<file path="config.mk">
export PLATFORM = sky130hd
export DESIGN_NAME = pocsag_codeword_encoder_unit
export DESIGN_NICKNAME = d
export VERILOG_FILES = /design/src/hw/rtl/pcw_pkg.sv /design/src/hw/rtl/pcw_cfg_regs.sv /design/src/hw/rtl/pcw_packer.sv /design/src/hw/rtl/pcw_result_queue.sv /design/src/hw/rtl/pocsag_codeword_encoder_unit.sv
export SDC_FILE = /design/constraint.sdc
export NUM_CORES = 1
export LEC_CHECK = 0
export ABC_AREA = 1
export ABC_CLOCK_PERIOD_IN_PS = 15710
export BUFFER_PORTS_ARGS = -buffer_cell sky130_fd_sc_hd__buf_2
export CELL_PAD_IN_SITES_DETAIL_PLACEMENT = 1
export CELL_PAD_IN_SITES_GLOBAL_PLACEMENT = 1
export CORE_MARGIN = 4
export CORE_UTILIZATION = 50
export DETAILED_ROUTE_END_ITERATION = 8
export PLACE_DENSITY_LB_ADDON = 0.05
export SYNTH_ARGS = -nofsm -noshare
export SYNTH_HDL_FRONTEND = slang
export SYNTH_SLANG_ARGS = --single-unit
</file>
<file path="constraint.sdc">
create_clock -name clk -period 15.71 [get_ports clk]
set_clock_uncertainty 0.2 [all_clocks]
set_input_delay 0.7855 -clock clk [delete_from_list [all_inputs] [get_ports clk]]
set_output_delay 0.7855 -clock clk [all_outputs]
set_load 0.01 [all_outputs]
</file>
<file path="src/hw/rtl/pcw_pkg.sv">
`timescale 1ns / 1ps
// Shared types and constants for the paging codeword encoder.
// No dependencies; every module of the block refers to this package.
package pcw_pkg;

    localparam int unsigned MAX_TEXT_CHARS = 40;

    localparam logic [31:0] BCH_POLY   = 32'hED20_0000;
    localparam logic [6:0]  EOT_CHAR   = 7'h04;

    localparam int unsigned ADDR_W     = 21;
    localparam int unsigned SLOT_W     = 5;
    localparam int unsigned PAYLOAD_W  = 20;
    localparam int unsigned HEAD_W     = 21;  // codeword bits 31..11
    localparam int unsigned CNT_W      = 5;
    localparam int unsigned TAKEN_W    = 6;

    // register indexes of the configuration channel
    localparam logic [1:0] CFG_PAGER_ADDRESS  = 2'd0;
    localparam logic [1:0] CFG_FUNCTION_BITS  = 2'd1;
    localparam logic [1:0] CFG_INVERT_OUTPUT  = 2'd2;
    localparam logic [1:0] CFG_SECOND_BATCH   = 2'd3;

    localparam logic [1:0] BATCH_MODE_TRUNCATE = 2'd0;

    typedef struct packed {
        logic [ADDR_W-1:0] pager_address;
        logic [1:0]        function_bits;
        logic              invert_output;
        logic [1:0]        second_batch_mode;
    } pcw_cfg_t;

    // one result before the check bits are added
    typedef struct packed {
        logic [HEAD_W-1:0] head;
        logic [SLOT_W-1:0] slot;
        logic              last;
        logic              done;
        logic [1:0]        batches;
    } pcw_entry_t;

    // all results caused by one input word
    typedef struct packed {
        pcw_entry_t [2:0] e;
        logic [1:0]       count;
    } pcw_group_t;

endpackage

</file>
<file path="src/hw/rtl/pcw_cfg_regs.sv">
`timescale 1ns / 1ps
// Configuration register file of the paging codeword encoder.
// Depends on pcw_pkg.
module pcw_cfg_regs
(
    input  logic                          clk,
    input  logic                          rst_n,
    input  logic                          cfg_valid,
    input  logic [1:0]                    cfg_index,
    input  logic [pcw_pkg::ADDR_W-1:0]    cfg_data,
    output pcw_pkg::pcw_cfg_t             cfg
);

    pcw_pkg::pcw_cfg_t cfg_reg;
    pcw_pkg::pcw_cfg_t cfg_next;

    always_comb
    begin
        cfg_next = cfg_reg;
        if (cfg_valid)
        begin
            unique case (cfg_index)
                pcw_pkg::CFG_PAGER_ADDRESS: cfg_next.pager_address     = cfg_data;
                pcw_pkg::CFG_FUNCTION_BITS: cfg_next.function_bits     = cfg_data[1:0];
                pcw_pkg::CFG_INVERT_OUTPUT: cfg_next.invert_output     = cfg_data[0];
                pcw_pkg::CFG_SECOND_BATCH:  cfg_next.second_batch_mode = cfg_data[1:0];
                default:                    cfg_next = cfg_reg;
            endcase
        end
    end

    always_ff @(posedge clk or negedge rst_n)
    begin
        if (!rst_n)
        begin
            cfg_reg.pager_address     <= pcw_pkg::ADDR_W'(1);
            cfg_reg.function_bits     <= 2'd0;
            cfg_reg.invert_output     <= 1'b0;
            cfg_reg.second_batch_mode <= 2'd0;
        end
        else
        begin
            cfg_reg <= cfg_next;
        end
    end

    assign cfg = cfg_reg;

endmodule

</file>
<file path="src/hw/rtl/pcw_packer.sv">
`timescale 1ns / 1ps
// Message state and bit packer: turns one input word into up to three
// unsealed codeword heads with slots and end-of-message flags. Depends on pcw_pkg.
module pcw_packer
(
    input  logic                 clk,
    input  logic                 rst_n,
    input  logic                 accept,
    input  logic [7:0]           char_code,
    input  logic                 has_char,
    input  logic                 end_of_text,
    input  pcw_pkg::pcw_cfg_t    cfg,
    output pcw_pkg::pcw_group_t  group
);

    typedef struct packed {
        logic [pcw_pkg::PAYLOAD_W-1:0] payload;
        logic [pcw_pkg::CNT_W-1:0]     count;
        logic                          full;
        logic [pcw_pkg::PAYLOAD_W-1:0] word;
    } pcw_push_t;

    logic [pcw_pkg::PAYLOAD_W-1:0] payload_reg, payload_next;
    logic [pcw_pkg::CNT_W-1:0]     count_reg, count_next;
    logic [pcw_pkg::SLOT_W-1:0]    slot_reg, slot_next;
    logic [pcw_pkg::TAKEN_W-1:0]   taken_reg, taken_next;
    logic                          in_msg_reg, in_msg_next;

    // first transmitted bit lands highest
    function automatic logic [6:0] reverse7(input logic [6:0] c);
        logic [6:0] r;
        for (int b = 0; b < 7; b++)
            r[6-b] = c[b];
        return r;
    endfunction

    // append seven bits; at most one full payload falls out
    function automatic pcw_push_t push7(input logic [pcw_pkg::PAYLOAD_W-1:0] p,
                                        input logic [pcw_pkg::CNT_W-1:0] cnt,
                                        input logic [6:0] bits);
        pcw_push_t r;
        logic [pcw_pkg::CNT_W-1:0] total;
        logic [26:0] all_bits;
        logic [26:0] shifted;
        logic [2:0]  sh;
        total    = cnt + pcw_pkg::CNT_W'(7);
        all_bits = {p, bits};
        sh       = 3'(total - pcw_pkg::CNT_W'(pcw_pkg::PAYLOAD_W));
        shifted  = all_bits >> sh;
        r.word   = shifted[pcw_pkg::PAYLOAD_W-1:0];
        if (total >= pcw_pkg::CNT_W'(pcw_pkg::PAYLOAD_W))
        begin
            r.full    = 1'b1;
            r.count   = pcw_pkg::CNT_W'(sh);
            r.payload = all_bits[pcw_pkg::PAYLOAD_W-1:0]
                        & ((pcw_pkg::PAYLOAD_W'(1) << sh) - pcw_pkg::PAYLOAD_W'(1));
        end
        else
        begin
            r.full    = 1'b0;
            r.count   = total;
            r.payload = all_bits[pcw_pkg::PAYLOAD_W-1:0];
        end
        return r;
    endfunction

    logic                          active;
    logic                          start;
    logic                          take;
    logic [pcw_pkg::PAYLOAD_W-1:0] base_payload;
    logic [pcw_pkg::CNT_W-1:0]     base_count;
    logic [pcw_pkg::TAKEN_W-1:0]   base_taken;
    logic [pcw_pkg::SLOT_W-1:0]    base_slot;
    pcw_push_t                     push_char, push_eot;
    logic [pcw_pkg::PAYLOAD_W-1:0] p1, p2, aligned;
    logic [pcw_pkg::CNT_W-1:0]     c1, c2;
    logic [3:0]                    cand_valid;
    logic [pcw_pkg::HEAD_W-1:0]    cand_head [4];
    logic [2:0]                    n;
    logic [pcw_pkg::SLOT_W-1:0]    last_slot;
    logic [1:0]                    batches;

    always_comb
    begin
        active       = has_char | end_of_text;
        start        = !in_msg_reg;
        base_payload = start ? '0 : payload_reg;
        base_count   = start ? '0 : count_reg;
        base_taken   = start ? '0 : taken_reg;
        base_slot    = start ? {1'b0, cfg.pager_address[2:0], 1'b0} : slot_reg;
        take         = has_char && (base_taken < pcw_pkg::TAKEN_W'(pcw_pkg::MAX_TEXT_CHARS));

        push_char = push7(base_payload, base_count, reverse7(char_code[6:0]));
        p1 = take ? push_char.payload : base_payload;
        c1 = take ? push_char.count   : base_count;

        push_eot = push7(p1, c1, reverse7(pcw_pkg::EOT_CHAR));
        p2 = end_of_text ? push_eot.payload : p1;
        c2 = end_of_text ? push_eot.count   : c1;

        aligned = p2 << (pcw_pkg::CNT_W'(pcw_pkg::PAYLOAD_W) - c2);

        // address word, char overflow, EOT overflow, final partial word
        cand_valid[0] = active && start;
        cand_head[0]  = {1'b0, cfg.pager_address[pcw_pkg::ADDR_W-1:3], cfg.function_bits};
        cand_valid[1] = active && take && push_char.full;
        cand_head[1]  = {1'b1, push_char.word};
        cand_valid[2] = end_of_text && push_eot.full;
        cand_head[2]  = {1'b1, push_eot.word};
        cand_valid[3] = end_of_text && (c2 != '0);
        cand_head[3]  = {1'b1, aligned};

        n     = '0;
        group = '0;
        for (int i = 0; i < 4; i++)
        begin
            if (cand_valid[i] && n < 3'd3)
            begin
                group.e[n[1:0]].head = cand_head[i];
                group.e[n[1:0]].slot = base_slot + pcw_pkg::SLOT_W'(n);
                n = n + 3'd1;
            end
        end
        group.count = n[1:0];

        last_slot = base_slot + pcw_pkg::SLOT_W'(n) - pcw_pkg::SLOT_W'(1);
        batches   = (!last_slot[pcw_pkg::SLOT_W-1]
                     && cfg.second_batch_mode == pcw_pkg::BATCH_MODE_TRUNCATE) ? 2'd1 : 2'd2;
        for (int k = 0; k < 3; k++)
        begin
            if (n != '0 && 3'(k) == n - 3'd1)
            begin
                group.e[k].last    = 1'b1;
                group.e[k].done    = end_of_text;
                group.e[k].batches = end_of_text ? batches : 2'd0;
            end
        end

        payload_next = payload_reg;
        count_next   = count_reg;
        slot_next    = slot_reg;
        taken_next   = taken_reg;
        in_msg_next  = in_msg_reg;
        if (accept && active)
        begin
            if (end_of_text)
            begin
                payload_next = '0;
                count_next   = '0;
                slot_next    = '0;
                taken_next   = '0;
                in_msg_next  = 1'b0;
            end
            else
            begin
                payload_next = p2;
                count_next   = c2;
                slot_next    = base_slot + pcw_pkg::SLOT_W'(n);
                taken_next   = base_taken + pcw_pkg::TAKEN_W'(take);
                in_msg_next  = 1'b1;
            end
        end
    end

    always_ff @(posedge clk or negedge rst_n)
    begin
        if (!rst_n)
        begin
            payload_reg <= '0;
            count_reg   <= '0;
            slot_reg    <= '0;
            taken_reg   <= '0;
            in_msg_reg  <= 1'b0;
        end
        else
        begin
            payload_reg <= payload_next;
            count_reg   <= count_next;
            slot_reg    <= slot_next;
            taken_reg   <= taken_next;
            in_msg_reg  <= in_msg_next;
        end
    end

endmodule

</file>
<file path="src/hw/rtl/pcw_result_queue.sv">
`timescale 1ns / 1ps
// Three-entry result buffer, BCH(31,21)/parity sealing and output register.
// Depends on pcw_pkg.
module pcw_result_queue
(
    input  logic                 clk,
    input  logic                 rst_n,
    input  logic                 load,
    input  pcw_pkg::pcw_group_t  group,
    input  logic                 invert,
    output logic                 can_load,
    output logic                 m_tvalid,
    input  logic                 m_tready,
    output logic [39:0]          m_tdata,   // codeword[31:0], slot_index[36:32], zero pad
    output logic                 m_tlast,   // last_of_run
    output logic [2:0]           m_tuser    // message_done[0], batch_count[2:1]
);

    // check-bit column for head bit k (codeword bit 11+k), folded at elaboration
    function automatic logic [10:0] bch_col(input int k);
        logic [31:0] r;
        r = 32'h1 << (11 + k);
        for (int i = 0; i < 21; i++)
        begin
            if (r[31])
                r = r ^ pcw_pkg::BCH_POLY;
            r = r << 1;
        end
        return r[31:21];
    endfunction

    function automatic logic [31:0] seal(input logic [pcw_pkg::HEAD_W-1:0] head);
        logic [10:0] chk;
        logic [31:0] w;
        chk = '0;
        for (int k = 0; k < pcw_pkg::HEAD_W; k++)
        begin
            if (head[k])
                chk = chk ^ bch_col(k);
        end
        w = {head, chk};
        return {w[31:1], w[0] | (^w)};
    endfunction

    pcw_pkg::pcw_entry_t [2:0] buf_reg, buf_next;
    logic [1:0]                cnt_reg, cnt_next;
    logic                      valid_reg, valid_next;
    logic [31:0]               word_reg, word_next;
    logic [pcw_pkg::SLOT_W-1:0] slot_reg, slot_next;
    logic                      last_reg, last_next;
    logic                      done_reg, done_next;
    logic [1:0]                batch_reg, batch_next;
    logic                      move;

    always_comb
    begin
        move     = (cnt_reg != 2'd0) && (!valid_reg || m_tready);
        can_load = (cnt_reg == 2'd0) || (cnt_reg == 2'd1 && move);

        buf_next = buf_reg;
        cnt_next = cnt_reg;
        if (load)
        begin
            buf_next = group.e;
            cnt_next = group.count;
        end
        else if (move)
        begin
            buf_next[0] = buf_reg[1];
            buf_next[1] = buf_reg[2];
            cnt_next    = cnt_reg - 2'd1;
        end

        valid_next = valid_reg;
        word_next  = word_reg;
        slot_next  = slot_reg;
        last_next  = last_reg;
        done_next  = done_reg;
        batch_next = batch_reg;
        if (move)
        begin
            valid_next = 1'b1;
            word_next  = seal(buf_reg[0].head) ^ {32{invert}};
            slot_next  = buf_reg[0].slot;
            last_next  = buf_reg[0].last;
            done_next  = buf_reg[0].done;
            batch_next = buf_reg[0].batches;
        end
        else if (m_tready)
        begin
            valid_next = 1'b0;
        end
    end

    always_ff @(posedge clk or negedge rst_n)
    begin
        if (!rst_n)
        begin
            cnt_reg   <= 2'd0;
            valid_reg <= 1'b0;
        end
        else
        begin
            cnt_reg   <= cnt_next;
            valid_reg <= valid_next;
        end
    end

    always_ff @(posedge clk)
    begin
        buf_reg   <= buf_next;
        word_reg  <= word_next;
        slot_reg  <= slot_next;
        last_reg  <= last_next;
        done_reg  <= done_next;
        batch_reg <= batch_next;
    end

    assign m_tvalid = valid_reg;
    assign m_tdata  = {3'b000, slot_reg, word_reg};
    assign m_tlast  = last_reg;
    assign m_tuser  = {batch_reg, done_reg};

endmodule

</file>
<file path="src/hw/rtl/pocsag_codeword_encoder_unit.sv">
`timescale 1ns / 1ps
// Paging codeword encoder: characters in, sealed 32-bit codewords out.
// The first result of a word passes the result buffer and then the output register before it shows on m_tvalid.
// Throughput: one input word per cycle while each gives at most one result and the output is not stalled;
// a word giving more results (up to three) sends them one by one through the single output port.
// Reset (rst_n, async low) clears message state, buffers and config to defaults.
module pocsag_codeword_encoder_unit
(
    input  logic        clk,
    input  logic        rst_n,
    input  logic        s_tvalid,
    output logic        s_tready,
    input  logic [7:0]  s_tdata,    // char_code[7:0]
    input  logic        s_tuser,    // has_char
    input  logic        s_tlast,    // end_of_text
    output logic        m_tvalid,
    input  logic        m_tready,
    output logic [39:0] m_tdata,    // codeword[31:0], slot_index[36:32], zero pad
    output logic        m_tlast,    // last_of_run
    output logic [2:0]  m_tuser,    // message_done[0], batch_count[2:1]
    input  logic        cfg_valid,
    output logic        cfg_ready,
    input  logic [1:0]  cfg_index,
    input  logic [20:0] cfg_data
);

    pcw_pkg::pcw_cfg_t   cfg;
    pcw_pkg::pcw_group_t group;
    logic                can_load;
    logic                accept;

    assign cfg_ready = 1'b1;
    assign s_tready  = can_load;
    assign accept    = s_tvalid && can_load;

    pcw_cfg_regs u_cfg
    (
        .clk       (clk),
        .rst_n     (rst_n),
        .cfg_valid (cfg_valid),
        .cfg_index (cfg_index),
        .cfg_data  (cfg_data),
        .cfg       (cfg)
    );

    pcw_packer u_packer
    (
        .clk         (clk),
        .rst_n       (rst_n),
        .accept      (accept),
        .char_code   (s_tdata),
        .has_char    (s_tuser),
        .end_of_text (s_tlast),
        .cfg         (cfg),
        .group       (group)
    );

    pcw_result_queue u_queue
    (
        .clk      (clk),
        .rst_n    (rst_n),
        .load     (accept),
        .group    (group),
        .invert   (cfg.invert_output),
        .can_load (can_load),
        .m_tvalid (m_tvalid),
        .m_tready (m_tready),
        .m_tdata  (m_tdata),
        .m_tlast  (m_tlast),
        .m_tuser  (m_tuser)
    );

    // end of message is always the last word of its run
    assert property (@(posedge clk) disable iff (!rst_n)
        m_tvalid && m_tuser[0] |-> m_tlast)
        else $error("message_done without last_of_run");

    // batch count only accompanies end of message
    assert property (@(posedge clk) disable iff (!rst_n)
        m_tvalid && !m_tuser[0] |-> m_tuser[2:1] == 2'd0)
        else $error("batch_count set on a non-final word");

    // a single batch means the final slot lies in the first batch
    assert property (@(posedge clk) disable iff (!rst_n)
        m_tvalid && m_tuser[0] && m_tuser[2:1] == 2'd1 |-> !m_tdata[36])
        else $error("single batch with slot in second batch");

endmodule

</file>
; Word-level counts from Yosys, hierarchy flattened
; Index checks and enable logic that the tools add are counted.
[classes]
add_sub_neg = 18
n_mul = 0
div = 0
n_lt_le_gt_ge = 12
n_eq_ne = 6
n_shift = 5
muxes = 764
n_bitwise = 235
reduce_logical = 39
[op_table]
columns = op, count
row1 = 31-bit two-way mux, 670
row2 = 6-bit inverter, 210
row3 = 90-bit bitwise mux, 6
row4 = 11-bit two-way mux, 42
row5 = 30-bit demux with 2-bit select, 6
row6 = 90-bit two-way mux, 3
row7 = 11-bit XOR, 20
row8 = 60-bit two-way mux, 2
row9 = 30-bit two-way mux, 3
row10 = 20-bit two-way mux, 4
row11 = 27-bit by 3-bit >> shifter with 20-bit output, 2
row12 = 26-bit two-way mux, 2
row13 = 20-bit AND, 2
row14 = 1-bit by 3-bit left shift with 20-bit output (first input constant), 2
row15 = 20-bit by 1-bit subtractor with 20-bit output (second input constant), 2
row16 = 32-bit parity, 1
row17 = 32-bit XOR, 1
row18 = 5-bit two-way mux, 6
row19 = 9-bit two-way mux, 3
row20 = 25-bit two-way mux, 1
row21 = 1-bit logical AND, 20
row22 = 20-bit by 5-bit left shift with 20-bit output, 1
row23 = 5-bit by 3-bit adder with 5-bit output, 3
row24 = 3-bit two-way mux, 4
row25 = 35 further kinds, 63
[totals]
reg_bits = 197
latchBits = 0
ramBits = 0
mem_bits_ro = 0
in_bits = 38
out_inout_bits = 47
wordCells = 1110
n_memories = 0

; Longest topological paths before layout
[logic_depth]
word_depth = 90
mapped_depth = 39
ltp_nobuf = 35

; Modules after synthesis
; A second synthesis with hierarchy kept.
[hier_totals]
cells_unflattened = 2396
hier_area_um2 = 16344.4
[modules_own_cells]
columns = module, n_inst, cells_each, area_per_inst_um2, seq_area_each_um2
row1 = pcw_packer, 1, 1413, 7805.0, 925.9
row2 = pcw_result_queue, 1, 860, 7427.1, 4008.8
row3 = pcw_cfg_regs, 1, 119, 1093.5, 651.9
row4 = pocsag_codeword_encoder_unit, 1, 4, 18.8, 0.0

; Least setup slack after synthesis
; OpenSTA, ideal clock, no wires.
[synth_path]
kind = register to register
from = register u_packer.in_msg_reg
to = register u_queue.buf_reg[1] in the netlist's numbering, data pin
setup_ns = 0.256
arrival_time_ns = 5.606
required_ns = 15.254
slack_ns = 9.648
path_stages_with_launch = 30
n_path_buf = 3
synth_period_minus_slack_ns = 6.062
path_cell_list = dfrtp_1 -> buf_6 -> nand2_1 -> clkinv_1 -> clkbuf_1 -> ha_1 -> o21ai_0 -> ha_1 -> inv_1 -> ha_1 -> nand3_4 -> nand2_4 -> nor2_2 -> fa_1 -> a21oi_1 -> nand2_2 -> buf_8 -> xor2_4 -> ha_1 -> inv_1 -> fa_1 -> o21ai_0 -> nand2_1 -> xor2_1 -> xnor2_1 -> nand2_1 -> nand2_1 -> inv_1 -> nand3_1 -> nand2_1
[synth_lines]
columns = item, line_no
row1 = "start, declared", pcw_packer.sv:27  ; logic in_msg_reg, in_msg_next;
row2 = "start signal, assigned", pcw_packer.sv:181  ; in_msg_reg <= in_msg_next;
row3 = "end signal, assigned", pcw_result_queue.sv:111  ; buf_reg <= buf_next;
row4 = "end, declared", pcw_result_queue.sv:45  ; pcw_pkg::pcw_entry_t [2:0] buf_reg, buf_next;

==> qor.yml <==
n_antenna_cell: 0
worst_setup_path_start_kind: "flip-flop"
max_freq_mhz: 113
h-tree-depth: 4
fin_area_um2: 15700
cts_max_path_buffers: 2
worst_pin_slew_ns: 1.15
ios: 85
yosysSeqAreaShare_pct: 38.0
die_w_um: 179
hold_viol_final: 0
max-cap-violations: 0
ctsResizeCount: 0
final_max_slew_viol_count: 0
end_kind: "flip-flop"
period_share_pct: 56.3
overflow: 0
layout.cells.most_common: "nand2_1"
status: "complete, no violations"
drive_gt1_share_pct: 10.6
power_switching_uw: 2270
p_comb_share_pct: 65.6
chipHeight_um: 179
path_buf_inv: 5
clockRootBuffer: "clkbuf_16"
dpl.hpwl_um: 37300
crit_path_top_delay_cell: "ha_1"
layout.nets: 2022
cp.required_ns: 15.71
critPathTopFamily: "adder cells"
syn_area_um2: 14700
use_met3_pct: 3.25
synth_edf_count: 131
vdd_drop_max_mv: 0.421
ys_async_sr_fraction_pct: 33.5
synth.avg_cell_area_um2: 7.58
cts_tree: "yes"
gp_congestion: 0.917
port_buffers: 79
critical_path_class: "reg -> reg"
initial_utilization_pct: 51.0
wl_per_cell_um: 21.7
syn_inst: 1940
maxSlewHeadroom_pct: 23.3
drt-total-wl_um: 50600
ys_ff_latch: 197
cts_setup_buffers: 0
firstDrtPassIters: 5
grt_start_max_net_pins: 86
grtUsageTotal_pct: 30.9
vias: 13600
largest_reg_flops: 90
powerDensity_nw_per_um2: 290
p_leak_uw: 0.00730
gr-usage-met1_pct: 39.3
grt_pass1_vias: 14100
vias_per_cell: 5.83
placed_area_um2: 15100
cts_buffers: 17
fin_setup_tns_ns: 0
clkPwrFrac_pct: 10.5
rsz0062_at_grt: "false"
hold_path_class: "reg -> reg"
max_stage_delay_ns: 0.87
drt_iter0_drc: 1174
synth.distinct_cells: 59
antenna_found_initial: 0
power.share.switching_pct: 49.7
ys_warn_count: 0
coreArea_um2: 28900
final_cell_mix: "654 x nand2_1, 195 x nand3_1, 131 x edfxtp_1"
insertion_delay_ns: 0.46
rows: 62
setup_violations: 0
period_needed_ns: 8.85
intPower_uw: 2290
grt_pass1_wl_um: 79800
grt_busiest_layer: "met2"
crit_arrival_ns: 8.85
area_growth_pct: 6.99
drc: 0
dieArea_um2: 32200
critPathMaxFanout: 35
clk_pin_slew_ns: 0.08
ant_nets: 0
ys.flop_type: "edfxtp_1"
globalRouteMet2Util_pct: 54.8
cpMostUsedCell: "nand2_1"
power_frac_seq_pct: 23.9
cts_hold_buf: 0
clock_sink_count: 197
## layer usage
metal	wire (um)	up-vias
met2	25600	405
met5	0	-
met3	2160	93
li1	-	6354
met4	1750	0
met1	21100	6761
## final timing paths
check | from | to | slack (ns) | cells past startpoint
worst max-delay path | u_packer.count_reg[0] | u_queue.buf_reg[1] | 6.86 | 27
worst min-delay path | u_queue.buf_reg[2] | u_queue.done_reg | 0.23 | 0
worst max register to register | u_packer.count_reg[0] | u_queue.buf_reg[1] | 6.86 | 27
worst min register to register | u_queue.buf_reg[2] | u_queue.done_reg | 0.23 | 0
max in group asynchronous | rst_n | u_cfg.cfg[2] | 14.37 | 2
min in group asynchronous | rst_n | u_packer.count_reg[4] | 0.35 | 2
## per-stage QoR
stage	instances	power, uW	setup slack, ns	hold WS, ns	util [%]
after floorplan	1944	3300	9.65	0.200	-
after global placement	2302	3810	7.37	0.202	52.4
after detailed placement	2302	4020	7.11	0.208	52.4
after CTS	2334	4590	6.95	0.226	54.5
after global routing	2334	4890	6.31	0.235	54.5
final	2334	4560	6.86	0.226	54.5
## cell type report
cell class	count	area (um^2)
Fill cell	3671	13100
Timing Repair Buffer	92	493
Clock inverter	14	193
Tap cell	384	480
Inverter	151	574
Sequential cell	197	5590
Clock buffer	18	429
Multi-Input combinational cell	1478	7980
## cell families after synthesis
logic type | count (synthesis) | synth area share, %
and+or+nand+nor | 978 | 28.4
AOI/OAI and AO/OA | 275 | 10.7
buffers and inverters | 269 | 7.90
DFF | 197 | 38.0
xor gates and xnor gates | 151 | 9.12
adders and majority gates | 47 | 4.25
muxes | 21 | 1.59
other | 2 | 0.0511
## Yosys cell counts (all sizes together), types with 2 or more instances
master	n	share of area, %
edfxtp	131	27
o21a	2	0.10
a31oi	2	0.085
o21ai	151	5.2
a32o	5	0.34
or2	4	0.17
nand3	199	7.0
fa	5	0.68
dfrtp	65	11
a211oi	2	0.10
nand3b	2	0.10
a22oi	2	0.10
o22ai	11	0.47
a21oi	58	2.0
a21boi	3	0.15
o211ai	25	1.3
a32oi	4	0.24
o31ai	3	0.19
nand4	25	1.1
conb	2	0.051
nor2	63	1.9
ha	42	3.6
xnor2	63	3.8
xor2	88	5.4
buf	48	2.2
nor3	3	0.14
clkinv	7	0.18
mux2i	2	0.14
and2	2	0.085
clkbuf	70	1.8
nand2	680	18
inv	144	3.7
mux2	19	1.5
## power by group through the flow
stage / Sequential, uW / Combinational, uW / Clock, uW
after floorplan: 1050 / 2250 / 0
after global placement: 1070 / 2740 / 0
after detailed placement: 1100 / 2920 / 0
after CTS: 1090 / 3020 / 481
after global routing: 1110 / 3280 / 503
final: 1090 / 2990 / 479
(Power assumes the default switching activity.)
